File: src/sv/ipid_pkg.sv
`default_nettype none
// ----------------------------------------------------------------------------
// ipid_pkg
// Shared widths, register indexes and transaction types for the incremental
// PID controller.
// ----------------------------------------------------------------------------
package ipid_pkg;

  localparam int DATA_W      = 32;
  localparam int FRAC_BITS   = 16;
  localparam int CFG_INDEX_W = 3;
  localparam int QUEUE_DEPTH = 4;
  localparam int QPTR_W      = $clog2(QUEUE_DEPTH);
  localparam int QCNT_W      = $clog2(QUEUE_DEPTH + 1);

  // e1 - e and e - 2*e1 + e2
  localparam int DP_W  = DATA_W + 1;
  localparam int DD_W  = DATA_W + 3;
  localparam int PP_W  = DATA_W + DP_W;
  localparam int PI_W  = 2 * DATA_W;
  localparam int PD_W  = DATA_W + DD_W;
  localparam int SUM_W = PD_W + 2;

  localparam logic [CFG_INDEX_W-1:0] REG_SETPOINT      = CFG_INDEX_W'(0);
  localparam logic [CFG_INDEX_W-1:0] REG_GAIN_P        = CFG_INDEX_W'(1);
  localparam logic [CFG_INDEX_W-1:0] REG_GAIN_I        = CFG_INDEX_W'(2);
  localparam logic [CFG_INDEX_W-1:0] REG_GAIN_D        = CFG_INDEX_W'(3);
  localparam logic [CFG_INDEX_W-1:0] REG_ERROR_FLOOR   = CFG_INDEX_W'(4);
  localparam logic [CFG_INDEX_W-1:0] REG_ERROR_CEILING = CFG_INDEX_W'(5);

  localparam logic [DATA_W-1:0] DATA_MIN = {1'b1, {(DATA_W-1){1'b0}}};
  localparam logic [DATA_W-1:0] DATA_MAX = {1'b0, {(DATA_W-1){1'b1}}};

  typedef struct packed {
    logic                   valid;
    logic [CFG_INDEX_W-1:0] index;
    logic [DATA_W-1:0]      data;
  } cfg_write_t;

  typedef struct packed {
    logic [DATA_W-1:0] err;
    logic [DATA_W-1:0] err_prev1;
    logic [DATA_W-1:0] err_prev2;
  } err_entry_t;

  typedef struct packed {
    logic              full;
    logic              empty;
    logic [QCNT_W-1:0] count;
  } queue_status_t;

endpackage
`default_nettype wire

File: src/sv/ipid_queue.sv
`default_nettype none
// ----------------------------------------------------------------------------
// ipid_queue
// Short FIFO of error transactions between the front and back parts.
// ----------------------------------------------------------------------------
module ipid_queue (
  input  logic                    clk,
  input  logic                    rst,
  input  logic                    push,
  input  ipid_pkg::err_entry_t    push_entry,
  input  logic                    pop,
  output ipid_pkg::err_entry_t    pop_entry,
  output ipid_pkg::queue_status_t qstat
);

  ipid_pkg::err_entry_t              slots [ipid_pkg::QUEUE_DEPTH];
  logic [ipid_pkg::QPTR_W-1:0]       wr_ptr;
  logic [ipid_pkg::QPTR_W-1:0]       rd_ptr;
  logic [ipid_pkg::QCNT_W-1:0]       count;
  logic [ipid_pkg::QCNT_W-1:0]       count_next;

  localparam logic [ipid_pkg::QPTR_W-1:0] LAST_PTR =
    ipid_pkg::QPTR_W'(ipid_pkg::QUEUE_DEPTH - 1);

  assign qstat.count = count;
  assign qstat.full  = (count == ipid_pkg::QCNT_W'(ipid_pkg::QUEUE_DEPTH));
  assign qstat.empty = (count == '0);
  assign pop_entry   = slots[rd_ptr];

  always_comb begin
    unique case ({push, pop})
      2'b10:   count_next = count + 1'b1;
      2'b01:   count_next = count - 1'b1;
      default: count_next = count;
    endcase
  end

  always_ff @(posedge clk) begin
    if (push) begin
      slots[wr_ptr] <= push_entry;
    end
  end

  always_ff @(posedge clk) begin
    if (rst) begin
      wr_ptr <= '0;
      rd_ptr <= '0;
      count  <= '0;
    end else begin
      count <= count_next;
      if (push) begin
        wr_ptr <= (wr_ptr == LAST_PTR) ? '0 : wr_ptr + 1'b1;
      end
      if (pop) begin
        rd_ptr <= (rd_ptr == LAST_PTR) ? '0 : rd_ptr + 1'b1;
      end
    end
  end

endmodule
`default_nettype wire

File: config.mk
export PLATFORM = sky130hd
export DESIGN_NAME = ipid_queue
export DESIGN_NICKNAME = d
export VERILOG_FILES = /design/src/sv/ipid_pkg.sv /design/src/sv/ipid_queue.sv
export SDC_FILE = /design/constraint.sdc
export NUM_CORES = 1
export LEC_CHECK = 0
export BUFFER_PORTS_ARGS = -buffer_cell sky130_fd_sc_hd__buf_4
export CAP_MARGIN = 20
export CORE_ASPECT_RATIO = 0.5
export CORE_MARGIN = 2
export CORE_UTILIZATION = 57
export DETAILED_ROUTE_END_ITERATION = 8
export GPL_TIMING_DRIVEN = 0
export HOLD_SLACK_MARGIN = 0.08
export PLACE_DENSITY = 0.84
export SLEW_MARGIN = 0
export SYNTH_ARGS = -nofsm -noshare
export SYNTH_HDL_FRONTEND = slang
export SYNTH_SLANG_ARGS = --single-unit
File: constraint.sdc
create_clock -name clk -period 4.9 [get_ports clk]
set_clock_uncertainty 0.2 [all_clocks]
set_input_delay 0.49 -clock clk [delete_from_list [all_inputs] [get_ports clk]]
set_output_delay 0.49 -clock clk [all_outputs]
set_load 0.005 [all_outputs]
==> run metrics <==
LEAKAGE 6.344 nW; measured slew at the worst slew-check pin 0.8803 ns; drt drc 0; Clock Tree Root clkbuf_16; share of cells above drive strength 1 40.37%; Post-Route WL 29210 um; Clk Latency, worst-skew pair 0.50 ns; Port Buffers 200; yosys warns 0; post-synth cell types 21; Power, Total 0.007294 W; relative slew slack 41.32%; post-CTS setup buffers 0; Site Rows 40; Area Growth Syn to Fin 29.00%; First DRT Iteration DRCs 495; syn avg cell area 26.01 um^2; CP arrival 2.25 ns; die area 26460 um^2; endpoint class of the critical path output port; first-pass GRT wire length 44510 um; Antenna Cells 0; crit path max fanout 10; pre-CTS setup slack 2.483 ns; H-Tree Depth 2; Max Fclk 340.2 MHz; Max Buffers Root-to-Sink 3; # setup viols final 0; largest cells by area after synthesis edfxtp_1 81%, mux4_2 15%, dfxtp_1 1.3%, ha_1 0.52%, buf_8 0.42%; endpoints failing hold 0; via count 7007; initial antenna violation count 0; Filler cells 1313; Detailed Place HPWL 16370 um; flops & latches, synth 393; drt pass-1 iters 5; Max-Cap Viols 0; startpoint types flop; # nets final 995; worst hold slack 0.09224 ns; setup TNS 0 ns; max-slew violation count 0; sequential cell area fraction in the yosys report 81.86%; I/O pins 201; Post-Syn Instances 550; CP Class flop to output port; PD cells 395.2 nW/um^2; Post-Syn Area 14310 um^2; antenna viol nets, final 0; grt total ovfl 0; Synth top area share 80.60%; final period utilization 59.99%; Initial Util 58.82%; Die X 228.0 um; CTS tree done; Post-CTS Resized 0; Post-Syn Nets 657; Inserted Clock Buffers 34; status complete, no violations; vias in the first global route 7606; Die Height 116.0 um; fin crit period 2.940 ns; Overall Global Routing Usage 22.76%; GPL Wtd Cong 0.7107; routed length per instance 23.36 um; core box area 24320 um^2; worst hold path type primary input to flop; peak supply drop 0.3613 mV; clock sink count 393; via-per-instance ratio 5.606; dominant cell type by area after synthesis edfxtp_1; RSZ-0062 raised after global routing false; fin worst setup slack 1.960 ns; hold_buf cts 97; largest net degree at the start of global routing 59; clock-pin transition on the worst setup and hold timing paths 0.07 ns; worst endpoint required time 4.21 ns
==> metal layers <==
| layer | track usage (%) | up-vias | share of wire (%) |
|---|---|---|---|
| met5 | 0 | - | 0 |
| met4 | 7.190 | 0 | 2.4 |
| met2 | 40.81 | 208 | 54 |
| met1 | 28.99 | 3715 | 39 |
| met3 | 4.331 | 45 | 4.5 |
| li1 | - | 3039 | - |
==> worst max-delay path, stage by stage (launching register included) <==
cell and delay (ns):
dfxtp_1 0.30, buf_2 0.22, buf_2 0.31, buf_2 0.36, mux4_2 0.39, buf_4 0.16
==> state kept, by name, summed over array words and instances (netlist names), named ones only <==
signal	count
count	3
rd_ptr	2
slots	384
wr_ptr	2
==> cells in the mapped netlist <==
cell type	number
edfxtp_1	384
mux4_2	96
buf_2	11
dfxtp_1	9
inv_1	7
nor2_1	7
ha_1	6
clkbuf_1	5
a21oi_1	4
and2_1	4
buf_8	4
mux2i_1	2
nor3b_1	2
xor2_1	2
and3_1	1
buf_12	1
buf_6	1
fa_1	1
nor3_1	1
o21ai_0	1
or3_1	1
==> path summary, 6_finish.rpt <==
kind,start,to,slack (ns),cells after the start
max,flop,pop_entry[74],1.96,5
min,push,wr_ptr[1],0.09,3
max reg2reg,wr_ptr[0],slots[2][52],2.70,4
min reg2reg,rd_ptr[1],rd_ptr[1],0.35,2
==> where the power goes <==
group          internal [W]  leakage (nW)  switching [W]
Combinational      0.000412          2.20       0.000325
Clock               0.00153         0.545        0.00116
Sequential          0.00383          3.60      0.0000366
Total               0.00577          6.34        0.00152
==> final cells by class <==
| class | count | area, um^2 | area share (%) |
|---|---|---|---|
| clock inverter | 13 | 107.6 | 0.5830 |
| sequential | 393 | 11710 | 63.46 |
| multi-input combinational | 128 | 2414 | 13.08 |
| buffer | 22 | 165.2 | 0.8949 |
| clock buffer | 49 | 1001 | 5.424 |
| tap | 336 | 420.4 | 2.278 |
| inverter | 7 | 26.28 | 0.1424 |
| timing repair buffer | 302 | 2610 | 14.14 |
==> layout by cell type, fill, tap and decap left out, drive strengths merged, types with 2 or more instances in the layout <==
cell         instances
nor2                 7
a21oi                4
and2                 4
mux4                96
clkinv              11
edfxtp             384
dlygate4sd3         97
inv                  7
dfxtp                9
xor2                 2
nor3b                2
buf                222
mux2i                2
clkbuf              54
ha                   6
bufinv               2
==> cell families after synthesis <==
group,share of synthesized area (%)
multiplexers,15.25
XOR/XNOR,0.1225
adder cells (fa/ha/maj),0.6647
AND/OR/NAND/NOR,0.5860
buffers and inverters,1.338
flip-flops,81.86
AO/OA/AOI/OAI,0.1749
==> per-stage QoR <==
step | utilization (%) | cell area, um^2 | instances
floorplan | - | 14310 | 550
global placement | 66.72 | 16230 | 1086
detailed placement | 67.33 | 16380 | 1091
CTS | 75.87 | 18460 | 1250
global route | 75.87 | 18460 | 1250
finish | 75.87 | 18460 | 1250
No activity file was read; power rests on OpenSTA's default activity.
