File: config.mk
export PLATFORM = sky130hd
export DESIGN_NAME = ipid_front
export DESIGN_NICKNAME = d
export VERILOG_FILES = /design/src/sv/ipid_pkg.sv /design/src/sv/ipid_front.sv
export SDC_FILE = /design/constraint.sdc
export NUM_CORES = 1
export LEC_CHECK = 0
export ABC_AREA = 1
export ABC_CLOCK_PERIOD_IN_PS = 5400
export BUFFER_PORTS_ARGS = -buffer_cell sky130_fd_sc_hd__buf_2
export CAP_MARGIN = 0
export CORE_MARGIN = 5
export CORE_UTILIZATION = 45
export CTS_CLUSTER_SIZE = 14
export DETAILED_ROUTE_END_ITERATION = 10
export PLACE_DENSITY = 0.76
export SLEW_MARGIN = 20
export SYNTH_ARGS = -nofsm -noshare
export SYNTH_HDL_FRONTEND = slang
export SYNTH_SLANG_ARGS = --single-unit
export TNS_END_PERCENT = 50
File: constraint.sdc
create_clock -name clk -period 5.4 [get_ports clk]
set_clock_uncertainty 0.05 [all_clocks]
set_input_delay 1.08 -clock clk [delete_from_list [all_inputs] [get_ports clk]]
set_output_delay 1.08 -clock clk [all_outputs]
set_load 0.02 [all_outputs]
File: src/sv/ipid_pkg.sv
`default_nettype none
// ----------------------------------------------------------------------------
// ipid_pkg
// Shared widths, register indexes and transaction types for the incremental
// PID controller.
// ----------------------------------------------------------------------------
package ipid_pkg;

  localparam int DATA_W      = 32;
  localparam int FRAC_BITS   = 16;
  localparam int CFG_INDEX_W = 3;
  localparam int QUEUE_DEPTH = 4;
  localparam int QPTR_W      = $clog2(QUEUE_DEPTH);
  localparam int QCNT_W      = $clog2(QUEUE_DEPTH + 1);

  // e1 - e and e - 2*e1 + e2
  localparam int DP_W  = DATA_W + 1;
  localparam int DD_W  = DATA_W + 3;
  localparam int PP_W  = DATA_W + DP_W;
  localparam int PI_W  = 2 * DATA_W;
  localparam int PD_W  = DATA_W + DD_W;
  localparam int SUM_W = PD_W + 2;

  localparam logic [CFG_INDEX_W-1:0] REG_SETPOINT      = CFG_INDEX_W'(0);
  localparam logic [CFG_INDEX_W-1:0] REG_GAIN_P        = CFG_INDEX_W'(1);
  localparam logic [CFG_INDEX_W-1:0] REG_GAIN_I        = CFG_INDEX_W'(2);
  localparam logic [CFG_INDEX_W-1:0] REG_GAIN_D        = CFG_INDEX_W'(3);
  localparam logic [CFG_INDEX_W-1:0] REG_ERROR_FLOOR   = CFG_INDEX_W'(4);
  localparam logic [CFG_INDEX_W-1:0] REG_ERROR_CEILING = CFG_INDEX_W'(5);

  localparam logic [DATA_W-1:0] DATA_MIN = {1'b1, {(DATA_W-1){1'b0}}};
  localparam logic [DATA_W-1:0] DATA_MAX = {1'b0, {(DATA_W-1){1'b1}}};

  typedef struct packed {
    logic                   valid;
    logic [CFG_INDEX_W-1:0] index;
    logic [DATA_W-1:0]      data;
  } cfg_write_t;

  typedef struct packed {
    logic [DATA_W-1:0] err;
    logic [DATA_W-1:0] err_prev1;
    logic [DATA_W-1:0] err_prev2;
  } err_entry_t;

  typedef struct packed {
    logic              full;
    logic              empty;
    logic [QCNT_W-1:0] count;
  } queue_status_t;

endpackage
`default_nettype wire

File: src/sv/ipid_front.sv
`default_nettype none
// ----------------------------------------------------------------------------
// ipid_front
// Accepts measured samples, forms the clamped error and keeps the error
// history; pushes one error transaction per sample into the queue.
// ----------------------------------------------------------------------------
module ipid_front (
  input  logic                        clk,
  input  logic                        rst,
  input  ipid_pkg::cfg_write_t        cfg,
  input  logic                        in_valid,
  output logic                        in_stall,
  input  logic signed [ipid_pkg::DATA_W-1:0] measured,
  input  ipid_pkg::queue_status_t     qstat,
  output logic                        push,
  output ipid_pkg::err_entry_t        entry
);

  logic signed [ipid_pkg::DATA_W-1:0] setpoint;
  logic signed [ipid_pkg::DATA_W-1:0] error_floor;
  logic signed [ipid_pkg::DATA_W-1:0] error_ceiling;
  logic signed [ipid_pkg::DATA_W-1:0] err_prev1;
  logic signed [ipid_pkg::DATA_W-1:0] err_prev2;

  logic signed [ipid_pkg::DATA_W:0]   diff;
  logic signed [ipid_pkg::DATA_W:0]   floor_x;
  logic signed [ipid_pkg::DATA_W:0]   ceiling_x;
  logic signed [ipid_pkg::DATA_W-1:0] err;
  logic                               sp_write;

  assign in_stall = qstat.full;
  assign push     = in_valid && !qstat.full;
  assign sp_write = cfg.valid && (cfg.index == ipid_pkg::REG_SETPOINT);

  assign diff      = $signed({setpoint[ipid_pkg::DATA_W-1], setpoint})
                   - $signed({measured[ipid_pkg::DATA_W-1], measured});
  assign floor_x   = $signed({error_floor[ipid_pkg::DATA_W-1], error_floor});
  assign ceiling_x = $signed({error_ceiling[ipid_pkg::DATA_W-1], error_ceiling});

  // floor test wins when floor is above ceiling
  always_comb begin
    priority if (diff < floor_x) begin
      err = error_floor;
    end else if (diff > ceiling_x) begin
      err = error_ceiling;
    end else begin
      err = diff[ipid_pkg::DATA_W-1:0];
    end
  end

  assign entry.err       = err;
  assign entry.err_prev1 = err_prev1;
  assign entry.err_prev2 = err_prev2;

  always_ff @(posedge clk) begin
    if (rst) begin
      setpoint      <= '0;
      error_floor   <= ipid_pkg::DATA_MIN;
      error_ceiling <= ipid_pkg::DATA_MAX;
    end else if (cfg.valid) begin
      unique case (cfg.index)
        ipid_pkg::REG_SETPOINT:      setpoint      <= cfg.data;
        ipid_pkg::REG_ERROR_FLOOR:   error_floor   <= cfg.data;
        ipid_pkg::REG_ERROR_CEILING: error_ceiling <= cfg.data;
        default: ;
      endcase
    end
  end

  always_ff @(posedge clk) begin
    if (rst || sp_write) begin
      err_prev1 <= '0;
      err_prev2 <= '0;
    end else if (push) begin
      err_prev1 <= err;
      err_prev2 <= err_prev1;
    end
  end

endmodule
`default_nettype wire

==> metrics.md <==
| Metric | Value |
|---|---|
| Outcome | complete, but fails checks |
| Violated checks | negative setup slack |
| Initial Util | 45.69% |
| Fill cells | 1894 |
| CP peak stage delay | 0.39 ns |
| Mean Syn Cell Area | 6.407 sq um |
| Count leader, synth | nand2_1 |
| # rows | 56 |
| Pleak | 8.290 nW |
| CP dominant cell by count | nand2_2 |
| Area Overhead vs Synth | 44.73% |
| Ys Warns | 0 |
| Die height | 164.4 um |
| Post-synthesis sequential area ratio | 29.86% |
| Hold Crit Class | flop to flop |
| CTS root buf | clkbuf_16 |
| Highest clock rate | 170.0 MHz |
| CTS tree | done |
| Synthesized area | 0.01073 sq mm |
| Core Box Area | 0.02347 sq mm |
| GP Congestion | 0.9267 |
| Max cap viols | 0 |
| EDFF count, synth | 0 |
| Vias in the first global route | 11.23k |
| CTS Buffer Depth | 2 |
| Placed insts | 2297 |
| Initial antenna violation count | 3 |
| # clock sinks | 160 |
| Synth top area share | 29.86% |
| Power Density | 286.5 mW/mm^2 |
| Final worst setup slack | -0.4813 ns |
| Synth Area in XOR/XNOR | 1.225% |
| Worst-Skew Late Latency | 0.44 ns |
| Hold Vio Cnt, Final | 0 |
| Router iterations before antenna repair | 7 |
| Met2 Use GR | 43.24% |
| Most used DFF post-synth | dfxtp_1 |
| Syn_nets | 1848 |
| Synth unique cells | 34 |
| Max Slew Vio Count | 0 |
| Fraction of the mapped netlist area in adder cells | 11.50% |
| WS Path Type | input pin to primary output |
| # nets final | 2196 |
| GRT overflow | 0 |
| CP required | 4.27 ns |
| Die W | 164.4 um |
| Placed wire-length estimate | 25600 um |
| GRT Overall Usage | 25.96% |
| Layout cells sized above 1 | 32.20% |
| Post-synth top area cell | dfxtp_1 |
| Max FO, Critical Path | 7 |
| FF+latch count, synth | 160 |
| Post-synthesis mux area share | 0% |
| Die area | 0.02702 sq mm |
| Via count | 12.11k |
| Type of origin of the critical path | input pin |
| Post-Route WL | 37810 um |
| DRT iter0 DRCs | 1103 |
| Post-synthesis simple-gate area fraction | 32.90% |
| Asr flop ratio synth | 0% |
| Crit-path slowest cell | fa_2 |
| Peak VDD IR | 191.7 uV |
| # IOs | 174 |
| Synth Instances | 1674 |
| Routing usage on met3 | 3.768% |
| DR vias/cell | 5.141 |
| CP Capture Type | primary output |
| Clock Pin Slew Worst Setup and Hold Paths | 0.07 ns |
| Minimum clock period | 5.881 ns |
| Main combinational cell family by area after synthesis | simple AND/OR/NAND/NOR gates |
| Worst hold slack | 0.4087 ns |
| M1 GR Usage | 34.02% |
| Max_slew headroom | 25.87% |
| Post-route ant nets | 0 |
| Top post-synthesis cells by area | dfxtp_1 30%, nand2_1 17%, ha_1 11% |
| Drt wl/cell | 16.06 um |
| TritonCTS Buffers | 17 |
| Compound-Gate Fraction of Synth Area | 12.38% |
| Post-synth top cells | 476 x nand2_1, 265 x inv_1, 186 x nor2_1, 160 x dfxtp_1, 121 x a21oi_1 |
| First-pass GRT wire length | 55990 um |
| # DRC | 0 |
| Worst slew pin tran | 1.110 ns |
| Setup-failing EPs final | 32 |
| PortBufs | 169 |
| # H-tree levels | 4 |
| Pin count of the biggest net entering global routing | 97 |
| RSZ-0062 raised after global routing | true |
| Crit path DAT | 4.75 ns |
| Non-filler instance count after layout | 2355 |
| Tcrit/Tclk final | 108.9% |
| Most Used Layer, Global Route | met2 |
[cell type report]
| class | count | area [sq um] | share of cell area, % |
|---|---|---|---|
| diodes | 2 | 5.005 | 0.03224 |
| multi-input cells | 1182 | 7373 | 47.50 |
| inverters | 269 | 1027 | 6.618 |
| flip-flops and latches | 160 | 3203 | 20.64 |
| well taps | 319 | 399.1 | 2.571 |
| clock inverters | 14 | 167.7 | 1.080 |
| clock buffers | 17 | 425.4 | 2.741 |
| repair buffers | 392 | 2922 | 18.82 |
[cells in the final DEF (no fill, tap or decap), types with 32 or more instances in the layout]
cell / count
a21oi_1: 104
buf_2: 136
buf_4: 206
buf_6: 33
dfxtp_1: 160
ha_1: 83
inv_1: 253
nand2_1: 381
nand2_2: 60
nand2_4: 38
nand3_1: 74
nand3_2: 37
nor2_1: 174
o211ai_1: 32
o21ai_0: 84
[final timing paths]
path	from	slack, ns	cells after the start	end
worst max register to register	setpoint[0]	0.87	34	err_prev1[19]
worst min register to register	err_prev2[28]	0.41	2	err_prev2[28]
worst max-delay path	measured[0]	-0.48	30	entry[83]
worst min-delay path	err_prev2[28]	0.41	2	err_prev2[28]
[where the power goes]
| group | internal [mW] | total (mW) | switching (mW) |
|---|---|---|---|
| combinational | 0.857 | 1.92 | 1.06 |
| clock | 0.697 | 1.27 | 0.574 |
| sequential | 1.23 | 1.26 | 0.0294 |
[cells by family (layout without fill, tap and decap cells)]
kind of cell / Yosys count / after routing
AO/OA/AOI/OAI: 245 / 245
XOR/XNOR: 15 / 15
adder cells (fa/ha/maj): 98 / 98
buffers and inverters: 332 / 692
flip-flops: 160 / 160
other: 0 / 2
AND/OR/NAND/NOR: 824 / 824
[metal layers]
layer  vias up  share of wire, %
met1      5550                43
met2       475                48
met5         -             0.032
met3        92               6.1
met4         2               3.1
li1       5989                 -
[critical path, delay by kind of cell]
kind,cells,cell delay [ns]
and+or+nand+nor,17,1.71
adders and majority gates,3,0.83
buffers and inverters,8,0.80
AOI/OAI and AO/OA,2,0.30
[flip-flops by register name (all words and copies together), names as in the netlist]
name,cells
error_floor,32
err_prev2,32
error_ceiling,32
err_prev1,32
setpoint,32
[stage by stage]
step	total power [mW]	setup slack, ns	area [sq um]	utilization [%]	setup TNS (ns)
finish	4.447	-0.4813	15520	66.13	-14.03
global route	4.640	-0.7239	15520	66.13	-22.11
CTS	4.268	-0.2295	14850	63.27	-6.104
detailed placement	2.648	-0.6432	13240	56.41	-18.78
global placement	2.624	-0.5823	13240	56.39	-16.93
floorplan	2.067	0.1561	10730	-	0
[what timing repair did]
item                                    CTS  global route
gates resized for setup                 229           125
setup buffers                            10            15
hold buffers                              0             0
gates cloned                              3             0
endpoints found under the setup margin   32            32
pin swaps                                62            71
Power figures use the tool's default switching activity.
